[config.mk]
export PLATFORM = sky130hd
export DESIGN_NAME = heading_alignment_debouncer_top_flat
export DESIGN_NICKNAME = d
export VERILOG_FILES = /design/src/rtl/hadb_pkg.sv /design/src/rtl/hadb_if.sv /design/src/rtl/hadb_front.sv /design/src/rtl/hadb_queue.sv /design/src/rtl/hadb_cordic.sv /design/src/rtl/hadb_back.sv /design/src/rtl/heading_alignment_debouncer_top.sv /design/src/flat_wrapper.sv
export SDC_FILE = /design/constraint.sdc
export NUM_CORES = 2
export LEC_CHECK = 0
export ABC_AREA = 1
export BUFFER_PORTS_ARGS = -buffer_cell sky130_fd_sc_hd__buf_2
export CORE_MARGIN = 5
export CORE_UTILIZATION = 40
export CTS_CLUSTER_DIAMETER = 30
export DETAILED_ROUTE_END_ITERATION = 8
export SLEW_MARGIN = 10
export SYNTH_ARGS = -nofsm -noshare
export SYNTH_HDL_FRONTEND = slang
export SYNTH_SLANG_ARGS = --single-unit
[constraint.sdc]
create_clock -name clk -period 23.1 [get_ports clk]
set_clock_uncertainty 0.1 [all_clocks]
set_input_delay 2.31 -clock clk [delete_from_list [all_inputs] [get_ports clk]]
set_output_delay 2.31 -clock clk [all_outputs]
set_load 0.1 [all_outputs]
[src/rtl/hadb_pkg.sv]
`timescale 1ns / 1ps
`default_nettype none
// ----------------------------------------------------------------------------
// hadb_pkg: shared types and constants of the heading alignment debouncer
// Angle formats, CORDIC arctangent table, queue entry and config types.
// ----------------------------------------------------------------------------
package hadb_pkg;

  localparam int CORDIC_STEPS = 16;
  localparam int POS_WIDTH    = 32;
  localparam int ATAN_DEPTH   = 24;
  localparam int ROT_STEPS    = (CORDIC_STEPS < ATAN_DEPTH) ? CORDIC_STEPS : ATAN_DEPTH;
  localparam int STEP_W       = $clog2(ATAN_DEPTH);

  localparam int FWD_W  = 17;               // negated Q1.14 element
  localparam int DIFF_W = POS_WIDTH + 1;    // position difference
  localparam int CW     = 54;               // CORDIC x/y datapath
  localparam int ZW     = 27;               // angle accumulator, Q.16 degrees
  localparam int ANG_W  = 16;
  localparam int ERR_W  = 15;
  localparam int CNT_W  = 4;
  localparam int CFG_W  = 15;
  localparam int CFG_IDX_W = 1;

  localparam logic [CNT_W-1:0] CNT_MAX = 4'd15;

  localparam logic signed [CW-1:0] NORM_LIM     = CW'(64'sd1 <<< 49);
  localparam logic signed [CW-1:0] NEG_NORM_LIM = -NORM_LIM;

  localparam logic signed [ZW-1:0] HALF_Q16 = 27'sd11796480;   // 180 deg
  localparam logic signed [ZW-1:0] FULL_Q16 = 27'sd23592960;   // 360 deg
  localparam logic signed [ZW-1:0] RND_Q16  = 27'sd256;
  localparam logic [ANG_W-1:0]     FULL_Q7  = 16'd46080;
  localparam logic [ANG_W-1:0]     HALF_Q7  = 16'd23040;

  localparam logic signed [ZW-1:0] ATAN_TAB [ATAN_DEPTH] = '{
    27'sd2949120, 27'sd1740967, 27'sd919879, 27'sd466945,
    27'sd234379,  27'sd117304,  27'sd58666,  27'sd29335,
    27'sd14668,   27'sd7334,    27'sd3667,   27'sd1833,
    27'sd917,     27'sd458,     27'sd229,    27'sd115,
    27'sd57,      27'sd29,      27'sd14,     27'sd7,
    27'sd4,       27'sd2,       27'sd1,      27'sd0
  };

  localparam logic [ERR_W-1:0] THR_RESET = 15'd3200;
  localparam logic [CNT_W-1:0] REQ_RESET = 4'd10;

  typedef enum logic [CFG_IDX_W-1:0] {
    CFG_MATCH_THRESHOLD  = 1'b0,
    CFG_REQUIRED_MATCHES = 1'b1
  } cfg_idx_t;

  typedef struct packed {
    logic [ERR_W-1:0] thr;
    logic [CNT_W-1:0] req;
  } cfg_t;

  typedef struct packed {
    logic                     req_type;
    logic signed [FWD_W-1:0]  fx;
    logic signed [FWD_W-1:0]  fz;
    logic signed [DIFF_W-1:0] dx;
    logic signed [DIFF_W-1:0] dz;
  } qent_t;

  typedef struct packed {
    logic                 start;
    logic signed [CW-1:0] a;    // sine side
    logic signed [CW-1:0] b;    // cosine side
  } cor_req_t;

  typedef struct packed {
    logic             done;
    logic [ANG_W-1:0] yaw;
  } cor_rsp_t;

  localparam int QDEPTH = 2;
  localparam int QPTR_W = 1;
  localparam int QCNT_W = 2;

endpackage
`default_nettype wire

[src/rtl/hadb_if.sv]
`timescale 1ns / 1ps
`default_nettype none
// ----------------------------------------------------------------------------
// hadb_if: pose sample and result channels
// Valid/ready channels; a beat moves when valid and ready are both high.
// ----------------------------------------------------------------------------
interface hadb_in_if;
  logic               valid;
  logic               ready;
  logic               req_type;
  logic signed [15:0] rot_elem_x;
  logic signed [15:0] rot_elem_z;
  logic signed [31:0] cam_x;
  logic signed [31:0] cam_z;
  logic signed [31:0] goal_x;
  logic signed [31:0] goal_z;

  modport source (output valid, req_type, rot_elem_x, rot_elem_z, cam_x, cam_z,
                  goal_x, goal_z, input ready);
  modport sink   (input valid, req_type, rot_elem_x, rot_elem_z, cam_x, cam_z,
                  goal_x, goal_z, output ready);
endinterface

interface hadb_out_if;
  logic        valid;
  logic        ready;
  logic [15:0] camera_yaw;
  logic [15:0] path_yaw;
  logic [14:0] heading_error;
  logic        aligned_pulse;
  logic        armed;
  logic [3:0]  match_count;

  modport source (output valid, camera_yaw, path_yaw, heading_error, aligned_pulse,
                  armed, match_count, input ready);
  modport sink   (input valid, camera_yaw, path_yaw, heading_error, aligned_pulse,
                  armed, match_count, output ready);
endinterface
`default_nettype wire

[src/rtl/hadb_front.sv]
`timescale 1ns / 1ps
`default_nettype none
// ----------------------------------------------------------------------------
// hadb_front: input stage
// Accepts beats, forms the forward vector and the camera-to-goal vector.
// ----------------------------------------------------------------------------
module hadb_front (
  hadb_in_if.sink          in_ch,
  input  logic             q_full,
  output logic             q_push,
  output hadb_pkg::qent_t  q_din
);
  import hadb_pkg::*;

  logic signed [DIFF_W-1:0] cam_x_s, cam_z_s, goal_x_s, goal_z_s;

  assign in_ch.ready = !q_full;
  assign q_push      = in_ch.valid && !q_full;

  assign cam_x_s  = $signed({in_ch.cam_x[POS_WIDTH-1],  in_ch.cam_x[POS_WIDTH-1:0]});
  assign cam_z_s  = $signed({in_ch.cam_z[POS_WIDTH-1],  in_ch.cam_z[POS_WIDTH-1:0]});
  assign goal_x_s = $signed({in_ch.goal_x[POS_WIDTH-1], in_ch.goal_x[POS_WIDTH-1:0]});
  assign goal_z_s = $signed({in_ch.goal_z[POS_WIDTH-1], in_ch.goal_z[POS_WIDTH-1:0]});

  always_comb begin
    q_din.req_type = in_ch.req_type;
    // forward vector is the negated third column
    q_din.fx = -$signed({in_ch.rot_elem_x[15], in_ch.rot_elem_x});
    q_din.fz = -$signed({in_ch.rot_elem_z[15], in_ch.rot_elem_z});
    q_din.dx = goal_x_s - cam_x_s;
    q_din.dz = goal_z_s - cam_z_s;
  end

endmodule
`default_nettype wire

[src/rtl/hadb_queue.sv]
`timescale 1ns / 1ps
`default_nettype none
// ----------------------------------------------------------------------------
// hadb_queue: two-entry queue between front and back
// Decouples input acceptance from the CORDIC sequencer.
// ----------------------------------------------------------------------------
module hadb_queue (
  input  logic            clk,
  input  logic            rst_n,
  input  logic            push,
  input  hadb_pkg::qent_t din,
  output logic            full,
  input  logic            pop,
  output logic            not_empty,
  output hadb_pkg::qent_t dout
);
  import hadb_pkg::*;

  qent_t              mem_r [QDEPTH];
  logic [QPTR_W-1:0]  wptr_r, wptr_nxt;
  logic [QPTR_W-1:0]  rptr_r, rptr_nxt;
  logic [QCNT_W-1:0]  cnt_r, cnt_nxt;
  logic               do_push, do_pop;

  assign full      = (cnt_r == QCNT_W'(QDEPTH));
  assign not_empty = (cnt_r != '0);
  assign dout      = mem_r[rptr_r];
  assign do_push   = push && !full;
  assign do_pop    = pop && not_empty;

  always_comb begin
    wptr_nxt = do_push ? wptr_r + 1'b1 : wptr_r;
    rptr_nxt = do_pop  ? rptr_r + 1'b1 : rptr_r;
    cnt_nxt  = cnt_r;
    if (do_push && !do_pop) begin
      cnt_nxt = cnt_r + 1'b1;
    end else if (do_pop && !do_push) begin
      cnt_nxt = cnt_r - 1'b1;
    end
  end

  always_ff @(posedge clk) begin
    if (!rst_n) begin
      wptr_r <= '0;
      rptr_r <= '0;
      cnt_r  <= '0;
    end else begin
      wptr_r <= wptr_nxt;
      rptr_r <= rptr_nxt;
      cnt_r  <= cnt_nxt;
    end
  end

  always_ff @(posedge clk) begin
    if (do_push) begin
      mem_r[wptr_r] <= din;
    end
  end

endmodule
`default_nettype wire

[src/rtl/hadb_cordic.sv]
`timescale 1ns / 1ps
`default_nettype none
// ----------------------------------------------------------------------------
// hadb_cordic: iterative vectoring CORDIC atan2
// Normalizes by one doubling per cycle, then one rotation per cycle.
// ----------------------------------------------------------------------------
module hadb_cordic (
  input  logic               clk,
  input  logic               rst_n,
  input  hadb_pkg::cor_req_t req,
  output hadb_pkg::cor_rsp_t rsp
);
  import hadb_pkg::*;

  typedef enum logic [3:0] {
    C_IDLE = 4'b0001,
    C_NORM = 4'b0010,
    C_ROT  = 4'b0100,
    C_FIN  = 4'b1000
  } cst_t;

  cst_t                 st_r, st_nxt;
  logic signed [CW-1:0] x_r, x_nxt, y_r, y_nxt;
  logic signed [ZW-1:0] z_r, z_nxt;
  logic [STEP_W-1:0]    i_r, i_nxt;

  logic signed [CW-1:0] x_sh, y_sh;
  logic                 in_rng;
  logic signed [ZW-1:0] z_pos, z_rnd;
  logic [ANG_W-1:0]     yaw_raw;

  assign x_sh   = x_r >>> i_r;
  assign y_sh   = y_r >>> i_r;
  assign in_rng = (x_r > NEG_NORM_LIM) && (x_r < NORM_LIM) &&
                  (y_r > NEG_NORM_LIM) && (y_r < NORM_LIM);

  // wrap to 0..360, round half up to Q9.7, fold 360 back to 0
  assign z_pos   = z_r[ZW-1] ? z_r + FULL_Q16 : z_r;
  assign z_rnd   = (z_pos + RND_Q16) >>> 9;
  assign yaw_raw = z_rnd[ANG_W-1:0];

  always_comb begin
    rsp.done = (st_r == C_FIN);
    rsp.yaw  = (yaw_raw >= FULL_Q7) ? yaw_raw - FULL_Q7 : yaw_raw;
  end

  always_comb begin
    st_nxt = st_r;
    x_nxt  = x_r;
    y_nxt  = y_r;
    z_nxt  = z_r;
    i_nxt  = i_r;
    unique case (st_r)
      C_IDLE, C_FIN: begin
        if (req.start) begin
          x_nxt  = req.b;
          y_nxt  = req.a;
          z_nxt  = '0;
          st_nxt = C_NORM;
        end else begin
          st_nxt = C_IDLE;
        end
      end
      C_NORM: begin
        if (x_r == '0 && y_r == '0) begin
          z_nxt  = '0;
          st_nxt = C_FIN;
        end else if (in_rng) begin
          x_nxt = x_r <<< 1;
          y_nxt = y_r <<< 1;
        end else begin
          if (x_r[CW-1]) begin
            x_nxt = -x_r;
            y_nxt = -y_r;
            z_nxt = HALF_Q16;
          end
          i_nxt  = '0;
          st_nxt = C_ROT;
        end
      end
      C_ROT: begin
        if (y_r > 0) begin
          x_nxt = x_r + y_sh;
          y_nxt = y_r - x_sh;
          z_nxt = z_r + ATAN_TAB[i_r];
        end else begin
          x_nxt = x_r - y_sh;
          y_nxt = y_r + x_sh;
          z_nxt = z_r - ATAN_TAB[i_r];
        end
        if (i_r == STEP_W'(ROT_STEPS - 1)) begin
          st_nxt = C_FIN;
        end else begin
          i_nxt = i_r + 1'b1;
        end
      end
      default: st_nxt = C_IDLE;
    endcase
  end

  always_ff @(posedge clk) begin
    if (!rst_n) begin
      st_r <= C_IDLE;
    end else begin
      st_r <= st_nxt;
    end
  end

  always_ff @(posedge clk) begin
    x_r <= x_nxt;
    y_r <= y_nxt;
    z_r <= z_nxt;
    i_r <= i_nxt;
  end

endmodule
`default_nettype wire

[src/rtl/hadb_back.sv]
`timescale 1ns / 1ps
`default_nettype none
// ----------------------------------------------------------------------------
// hadb_back: sequencer, debounce state and output register
// Runs camera and path atan2 on the shared CORDIC, then updates the count.
// ----------------------------------------------------------------------------
module hadb_back (
  input  logic               clk,
  input  logic               rst_n,
  input  logic               q_valid,
  input  hadb_pkg::qent_t    q_head,
  output logic               q_pop,
  input  hadb_pkg::cfg_t     cfg,
  output hadb_pkg::cor_req_t cor_req,
  input  hadb_pkg::cor_rsp_t cor_rsp,
  hadb_out_if.source         out_ch
);
  import hadb_pkg::*;

  typedef enum logic [3:0] {
    B_IDLE = 4'b0001,
    B_CAM  = 4'b0010,
    B_PATH = 4'b0100,
    B_DONE = 4'b1000
  } bst_t;

  bst_t             st_r, st_nxt;
  qent_t            item_r;
  logic [ANG_W-1:0] cy_r, py_r;
  logic [CNT_W-1:0] cnt_r, cnt_nxt;
  logic             armed_r, armed_nxt;

  logic             ov_r;
  logic [ANG_W-1:0] ocy_r, opy_r;
  logic [ERR_W-1:0] oerr_r;
  logic             opulse_r, oarmed_r;
  logic [CNT_W-1:0] ocnt_r;

  logic [ANG_W-1:0] diff_raw, diff_wrap;
  logic [ERR_W-1:0] err;
  logic [CNT_W-1:0] cnt_inc;
  logic             pulse;
  logic             load;

  assign load  = (st_r == B_DONE) && (!ov_r || out_ch.ready);
  assign q_pop = (st_r == B_IDLE) && q_valid;

  always_comb begin
    cor_req.start = 1'b0;
    cor_req.a     = {{(CW-FWD_W){q_head.fx[FWD_W-1]}}, q_head.fx};
    cor_req.b     = {{(CW-FWD_W){q_head.fz[FWD_W-1]}}, q_head.fz};
    if (st_r == B_IDLE) begin
      cor_req.start = q_valid && !q_head.req_type;
    end else if (st_r == B_CAM) begin
      cor_req.start = cor_rsp.done;
      cor_req.a     = {{(CW-DIFF_W){item_r.dx[DIFF_W-1]}}, item_r.dx};
      cor_req.b     = {{(CW-DIFF_W){item_r.dz[DIFF_W-1]}}, item_r.dz};
    end
  end

  // wrapped yaw error and debounce update
  always_comb begin
    diff_raw  = (cy_r > py_r) ? cy_r - py_r : py_r - cy_r;
    diff_wrap = (diff_raw > HALF_Q7) ? FULL_Q7 - diff_raw : diff_raw;
    err       = diff_wrap[ERR_W-1:0];
    cnt_inc   = (cnt_r == CNT_MAX) ? cnt_r : cnt_r + 1'b1;
    cnt_nxt   = cnt_r;
    armed_nxt = armed_r;
    pulse     = 1'b0;
    if (item_r.req_type) begin
      cnt_nxt   = '0;
      armed_nxt = 1'b1;
    end else if (armed_r) begin
      if (err < cfg.thr) begin
        cnt_nxt = cnt_inc;
        if (cnt_inc >= cfg.req || cnt_inc == CNT_MAX) begin
          pulse     = 1'b1;
          armed_nxt = 1'b0;
        end
      end else begin
        cnt_nxt = '0;
      end
    end else if (err > cfg.thr) begin
      armed_nxt = 1'b1;
      cnt_nxt   = '0;
    end
  end

  always_comb begin
    st_nxt = st_r;
    unique case (st_r)
      B_IDLE: begin
        if (q_valid) begin
          st_nxt = q_head.req_type ? B_DONE : B_CAM;
        end
      end
      B_CAM: begin
        if (cor_rsp.done) begin
          st_nxt = B_PATH;
        end
      end
      B_PATH: begin
        if (cor_rsp.done) begin
          st_nxt = B_DONE;
        end
      end
      B_DONE: begin
        if (load) begin
          st_nxt = B_IDLE;
        end
      end
      default: st_nxt = B_IDLE;
    endcase
  end

  always_ff @(posedge clk) begin
    if (!rst_n) begin
      st_r    <= B_IDLE;
      cnt_r   <= '0;
      armed_r <= 1'b1;
      ov_r    <= 1'b0;
    end else begin
      st_r <= st_nxt;
      if (load) begin
        cnt_r   <= cnt_nxt;
        armed_r <= armed_nxt;
        ov_r    <= 1'b1;
      end else if (out_ch.ready) begin
        ov_r <= 1'b0;
      end
    end
  end

  always_ff @(posedge clk) begin
    if (q_pop) begin
      item_r <= q_head;
      cy_r   <= '0;
      py_r   <= '0;
    end
    if (st_r == B_CAM && cor_rsp.done) begin
      cy_r <= cor_rsp.yaw;
    end
    if (st_r == B_PATH && cor_rsp.done) begin
      py_r <= cor_rsp.yaw;
    end
    if (load) begin
      ocy_r    <= cy_r;
      opy_r    <= py_r;
      oerr_r   <= err;
      opulse_r <= pulse;
      oarmed_r <= armed_nxt;
      ocnt_r   <= cnt_nxt;
    end
  end

  assign out_ch.valid         = ov_r;
  assign out_ch.camera_yaw    = ocy_r;
  assign out_ch.path_yaw      = opy_r;
  assign out_ch.heading_error = oerr_r;
  assign out_ch.aligned_pulse = opulse_r;
  assign out_ch.armed         = oarmed_r;
  assign out_ch.match_count   = ocnt_r;

endmodule
`default_nettype wire

[src/rtl/heading_alignment_debouncer_top.sv]
`timescale 1ns / 1ps
`default_nettype none
// Sequence: the back takes a queued pose beat and runs the forward vector, then the
//   path vector, through the shared CORDIC; each is normalized by doublings and then
//   turned by ROT = 16 CORDIC rotations, and a zero vector skips both steps; a reset
//   request skips the CORDIC. The back takes no new beat until the last one is loaded.
// Sharing: both yaws use the single shared CORDIC unit; the queue holds up to two beats.
// Reset: synchronous active-low rst_n; count clears, block arms, thr 3200, req 10.
// ----------------------------------------------------------------------------
// heading_alignment_debouncer_top: yaw alignment debounce
// Camera yaw and path yaw by atan2, wrapped error, consecutive-match pulse.
// ----------------------------------------------------------------------------
module heading_alignment_debouncer_top (
  input  logic                               clk,
  input  logic                               rst_n,
  hadb_in_if.sink                            in_ch,
  hadb_out_if.source                         out_ch,
  input  logic                               cfg_we,
  input  logic [hadb_pkg::CFG_IDX_W-1:0]     cfg_idx,
  input  logic [hadb_pkg::CFG_W-1:0]         cfg_data
);
  import hadb_pkg::*;

  // config registers, to be written by the user only while idle; no logic enforces it
  cfg_t     cfg_r;
  qent_t    q_din, q_head;
  logic     q_push, q_full, q_pop, q_valid;
  cor_req_t cor_req;
  cor_rsp_t cor_rsp;

  always_ff @(posedge clk) begin
    if (!rst_n) begin
      cfg_r.thr <= THR_RESET;
      cfg_r.req <= REQ_RESET;
    end else if (cfg_we) begin
      if (cfg_idx == CFG_MATCH_THRESHOLD) begin
        cfg_r.thr <= cfg_data[ERR_W-1:0];
      end
      if (cfg_idx == CFG_REQUIRED_MATCHES) begin
        cfg_r.req <= cfg_data[CNT_W-1:0];
      end
    end
  end

  // front: accept beats and form the two vectors
  hadb_front u_front (
    .in_ch  (in_ch),
    .q_full (q_full),
    .q_push (q_push),
    .q_din  (q_din)
  );

  // short queue lets the front keep taking beats while the back works
  hadb_queue u_queue (
    .clk       (clk),
    .rst_n     (rst_n),
    .push      (q_push),
    .din       (q_din),
    .full      (q_full),
    .pop       (q_pop),
    .not_empty (q_valid),
    .dout      (q_head)
  );

  // shared atan2 unit, used once for camera yaw and once for path yaw
  hadb_cordic u_cordic (
    .clk   (clk),
    .rst_n (rst_n),
    .req   (cor_req),
    .rsp   (cor_rsp)
  );

  // back: sequencing, debounce state, output register
  hadb_back u_back (
    .clk     (clk),
    .rst_n   (rst_n),
    .q_valid (q_valid),
    .q_head  (q_head),
    .q_pop   (q_pop),
    .cfg     (cfg_r),
    .cor_req (cor_req),
    .cor_rsp (cor_rsp),
    .out_ch  (out_ch)
  );

endmodule
`default_nettype wire

[src/flat_wrapper.sv]
// flat-port wrapper written by rule: the top's interface ports become plain ports
module heading_alignment_debouncer_top_flat import hadb_pkg::*;
  (clk, rst_n, cfg_we, cfg_idx, cfg_data, in_ch_valid, in_ch_req_type, in_ch_rot_elem_x, in_ch_rot_elem_z, in_ch_cam_x, in_ch_cam_z, in_ch_goal_x, in_ch_goal_z, in_ch_ready, out_ch_valid, out_ch_camera_yaw, out_ch_path_yaw, out_ch_heading_error, out_ch_aligned_pulse, out_ch_armed, out_ch_match_count, out_ch_ready);
  hadb_in_if in_ch_i ();
  hadb_out_if out_ch_i ();
  input  logic clk;
  input  logic rst_n;
  input  logic cfg_we;
  input  logic [hadb_pkg::CFG_IDX_W-1:0] cfg_idx;
  input  logic [hadb_pkg::CFG_W-1:0] cfg_data;
  input wire logic [$bits(in_ch_i.valid)-1:0] in_ch_valid;
  input wire logic [$bits(in_ch_i.req_type)-1:0] in_ch_req_type;
  input wire logic [$bits(in_ch_i.rot_elem_x)-1:0] in_ch_rot_elem_x;
  input wire logic [$bits(in_ch_i.rot_elem_z)-1:0] in_ch_rot_elem_z;
  input wire logic [$bits(in_ch_i.cam_x)-1:0] in_ch_cam_x;
  input wire logic [$bits(in_ch_i.cam_z)-1:0] in_ch_cam_z;
  input wire logic [$bits(in_ch_i.goal_x)-1:0] in_ch_goal_x;
  input wire logic [$bits(in_ch_i.goal_z)-1:0] in_ch_goal_z;
  output wire logic [$bits(in_ch_i.ready)-1:0] in_ch_ready;
  output wire logic [$bits(out_ch_i.valid)-1:0] out_ch_valid;
  output wire logic [$bits(out_ch_i.camera_yaw)-1:0] out_ch_camera_yaw;
  output wire logic [$bits(out_ch_i.path_yaw)-1:0] out_ch_path_yaw;
  output wire logic [$bits(out_ch_i.heading_error)-1:0] out_ch_heading_error;
  output wire logic [$bits(out_ch_i.aligned_pulse)-1:0] out_ch_aligned_pulse;
  output wire logic [$bits(out_ch_i.armed)-1:0] out_ch_armed;
  output wire logic [$bits(out_ch_i.match_count)-1:0] out_ch_match_count;
  input wire logic [$bits(out_ch_i.ready)-1:0] out_ch_ready;
  assign in_ch_i.valid = in_ch_valid;
  assign in_ch_i.req_type = in_ch_req_type;
  assign in_ch_i.rot_elem_x = in_ch_rot_elem_x;
  assign in_ch_i.rot_elem_z = in_ch_rot_elem_z;
  assign in_ch_i.cam_x = in_ch_cam_x;
  assign in_ch_i.cam_z = in_ch_cam_z;
  assign in_ch_i.goal_x = in_ch_goal_x;
  assign in_ch_i.goal_z = in_ch_goal_z;
  assign in_ch_ready = in_ch_i.ready;
  assign out_ch_valid = out_ch_i.valid;
  assign out_ch_camera_yaw = out_ch_i.camera_yaw;
  assign out_ch_path_yaw = out_ch_i.path_yaw;
  assign out_ch_heading_error = out_ch_i.heading_error;
  assign out_ch_aligned_pulse = out_ch_i.aligned_pulse;
  assign out_ch_armed = out_ch_i.armed;
  assign out_ch_match_count = out_ch_i.match_count;
  assign out_ch_i.ready = out_ch_ready;
  heading_alignment_debouncer_top u_core (.clk(clk), .rst_n(rst_n), .in_ch(in_ch_i), .out_ch(out_ch_i), .cfg_we(cfg_we), .cfg_idx(cfg_idx), .cfg_data(cfg_data));
endmodule
==> summary.txt <==
Yosys
  • Seq/Total Area, Yosys: 31.60%
  • Syn. warnings: 0
  • Most used flip-flop cell after synthesis: edfxtp_1
  • Post-synth ARST share: 0%
  • Syn Std Cell Area: 49350 um^2
  • Synth cell types: 70
  • Syn avg cell area: 7.018 um^2
  • Gate Count Post-Synth: 7032
  • Number of enable flip-flop cells after synthesis: 494
  • Number of synthesized register bits: 532
  • Synth Net Count: 7488

Layout
  • Commonest cells after routing, fill and taps aside: nand2_1 (1763), nand3_1 (799), inv_1 (732)
  • Most common cell after layout, fill and taps aside: nand2_1
  • # fillers: 12490
  • Layout area overhead: 14.68%
  • Final #Nets: 7671
  • Share of cells above drive strength 1: 11.08%
  • Final Instance Count excl. Fillers: 8955

Critical path
  • Most used cell, CP: nand2_1
  • Nature of the critical path startpoint: register
  • Worst Path Max Fanout: 53
  • CP max-delay cell: clkinv_2
  • Worst Path Required: 23.47 ns
  • Bufs and invs on worst path: 4
  • Crit path max-delay family: buffers and inverters
  • WS Path Type: reg2reg
  • Crit path DAT: 7.90 ns
  • Crit end category: register
  • Worst path max stage delay: 0.84 ns

Placement
  • Placed insts: 8702
  • Placer congestion estimate: 1.001
  • I/O Buffers: 236
  • DP Wirelength: 134.1 mm

Clocking
  • Hold-fix buffers, CTS: 0
  • H-tree depth: 4
  • Post-CTS setup repair buffer count: 0
  • CTS sink cnt: 532
  • Clk_lat worst skew: 0.78 ns
  • Clock buffer depth: 3
  • Num CTS Buffers: 136
  • CTS tree: built
  • CTS clk-pin slew, worst paths: 0.04 ns
  • CTS resizes: 0
  • Root Buffer: clkbuf_16

Timing
  • Unrepaired setup endpoints after global routing: false
  • Slew Limit Fails: 0
  • Final setup viols: 0
  • Final Hold Viols: 0
  • Slew @ Worst Pin: 1.326 ns
  • Setup TNS: 0 ns
  • Min Tclk post-route: 7.533 ns
  • Worst slew margin: 10.79%
  • Max Clock Freq: 132.7 MHz
  • Final period utilization: 32.61%

GRT
  • Grt ovf: 0
  • First-pass GRT wire length: 267.4 mm
  • Pin count of the biggest net entering global routing: 105
  • Total GRT Usage: 25.75%
  • Vias in the first global route: 46200
  • Initial antenna violation count: 1

Floorplan
  • Initial Utilization: 40.39%
  • Die Ht: 361.3 um
  • Rows: 128
  • Die Width: 361.3 um
  • I/O pins: 237
  • Core box area: 122200 um^2
  • Die area: 130500 um^2

Route
  • Routed length per instance: 19.53 um
  • Met3 WL: 11.75 mm
  • Via/cell ratio: 5.501
  • Wl on met1: 78.85 mm
  • Initial drt markers: 4878
  • DR top layer: met4
  • Final WL: 174.9 mm
  • DRC Markers: 0
  • Antenna Nets Post-Route: 0
  • Via count: 49260
  • Drt first pass iters: 8
  • Met2 Routed Length: 78.17 mm

Hold path
  • Hold Path Class: reg2reg

Pwr
  • LEAKAGE: 24.74 nW
  • PD cells: 138.9 nW/um^2
  • VDD IR-drop max: 0.08073 mV

Run
  • Max Cap Viol: 0

Outcome
  • Status: complete, no violations
[registers in the layout, summed over array words and instances (netlist names), named ones only]
register                            count
u_core.u_back.out_ch.match_count        4
u_core.u_back.py_r                     16
u_core.u_back.out_ch.camera_yaw        16
u_core.u_queue.rptr_r                   1
u_core.u_queue.wptr_r                   1
u_core.u_cordic.x_r                    54
u_core.u_cordic.z_r                    27
u_core.u_back.out_ch.aligned_pulse      1
u_core.u_back.out_ch.armed              1
u_core.u_back.item_r                   67
u_core.u_back.out_ch.valid              1
u_core.u_back.armed_r                   1
u_core.u_cordic.st_r                    4
u_core.u_back.cy_r                     16
u_core.u_queue.mem_r                  202
u_core.u_back.out_ch.heading_error     15
u_core.u_queue.cnt_r                    2
u_core.cfg_r                           19
u_core.u_back.st_r                      4
u_core.u_back.cnt_r                     4
u_core.u_back.out_ch.path_yaw          16
u_core.u_cordic.i_r                     5
u_core.u_cordic.y_r                    54
[per-stage QoR]
stage | utilization, % | total power, mW | instance area, um^2 | setup WS [ns] | hold slack, ns
after global routing | 46.32 | 8.430 | 56600 | 15.05 | 0.3679
after detailed placement | 42.31 | 5.776 | 51710 | 15.82 | 0.3428
final | 46.32 | 7.860 | 56600 | 15.57 | 0.3578
after CTS | 46.32 | 7.842 | 56600 | 15.79 | 0.3495
after global placement | 42.31 | 5.756 | 51710 | 15.99 | 0.3234
after floorplan | - | 4.645 | 49350 | 14.28 | 0.3257
[report_power, final]
part           internal, mW  switching (mW)
sequential             1.46           0.260
clock                  1.35           0.662
combinational          1.27            2.86
[cell families after synthesis]
logic type      synth area share, %
simple gates                  32.56
flops                         31.60
buf+inv                       8.599
xor+xnor                      5.691
compound gates                14.49
fa+ha+maj                     7.053
[path summary, 6_finish.rpt]
check                               from                                end  slack (ns)  cells after the start
setup / recovery  u_core.u_cordic.y_r[1]            u_core.u_cordic.x_r[40]       15.57                     25
hold / removal    u_core.u_back.py_r[15]  u_core.u_back.out_ch.path_yaw[15]        0.36                      0
setup reg to reg  u_core.u_cordic.y_r[1]            u_core.u_cordic.x_r[40]       15.57                     25
hold reg to reg   u_core.u_back.py_r[15]  u_core.u_back.out_ch.path_yaw[15]        0.36                      0
[cell type report]
cell class                      instances  area, um^2  share of cell area (%)
Clock inverter                        109        1440                   2.544
Sequential cell                       532       15600                   27.56
Timing Repair Buffer                  285        1549                   2.737
Tap cell                             1625        2033                   3.592
Antenna cell                            1       2.502                0.004421
Multi-Input combinational cell       5479       29580                   52.27
Inverter                              781        2943                   5.199
Clock buffer                          143        3451                   6.097
[cells in the mapped netlist (all sizes together) (5+ instances only)]
master | n | area (um^2)
xnor2 | 107 | 937.2
nand3 | 826 | 4272
or2 | 41 | 256.5
buf | 150 | 964.7
xor2 | 212 | 1872
a21oi | 466 | 2355
fa | 7 | 140.1
nor4 | 29 | 196.4
a211oi | 7 | 52.55
clkbuf | 90 | 340.3
nand2 | 1836 | 7124
ha | 267 | 3341
o22ai | 5 | 31.28
o21ai | 451 | 2366
a31oi | 50 | 312.8
and3 | 7 | 43.79
nand4 | 76 | 490.5
inv | 778 | 2928
dfxtp | 38 | 760.7
a221oi | 10 | 87.58
a21boi | 15 | 112.6
edfxtp | 494 | 14830
a21o | 25 | 187.7
o31ai | 8 | 60.06
o2111ai | 63 | 551.8
o21a | 26 | 195.2
o211ai | 65 | 498.0
nor3 | 108 | 633.1
o21bai | 17 | 127.6
nor2 | 702 | 2851
o221ai | 15 | 131.4
and2 | 6 | 40.04
nand3b | 18 | 135.1
[worst register-to-register path, delay by kind of cell, from the launching register on]
family,cells,cell delay (ns)
AOI/OAI and AO/OA,7,1.58
xor gates and xnor gates,1,0.09
adders and majority gates,2,0.64
buffers and inverters,4,2.24
DFF,1,0.44
and+or+nand+nor,11,2.15
[routing by layer]
layer  global-route usage [%]  vias to the layer above
met4                    9.552                        0
met3                    3.893                      305
met2                    40.82                     1891
met1                    35.65                    22810
met5                        0                        -
li1                         -                    24260
Power figures use the tool's default switching activity.
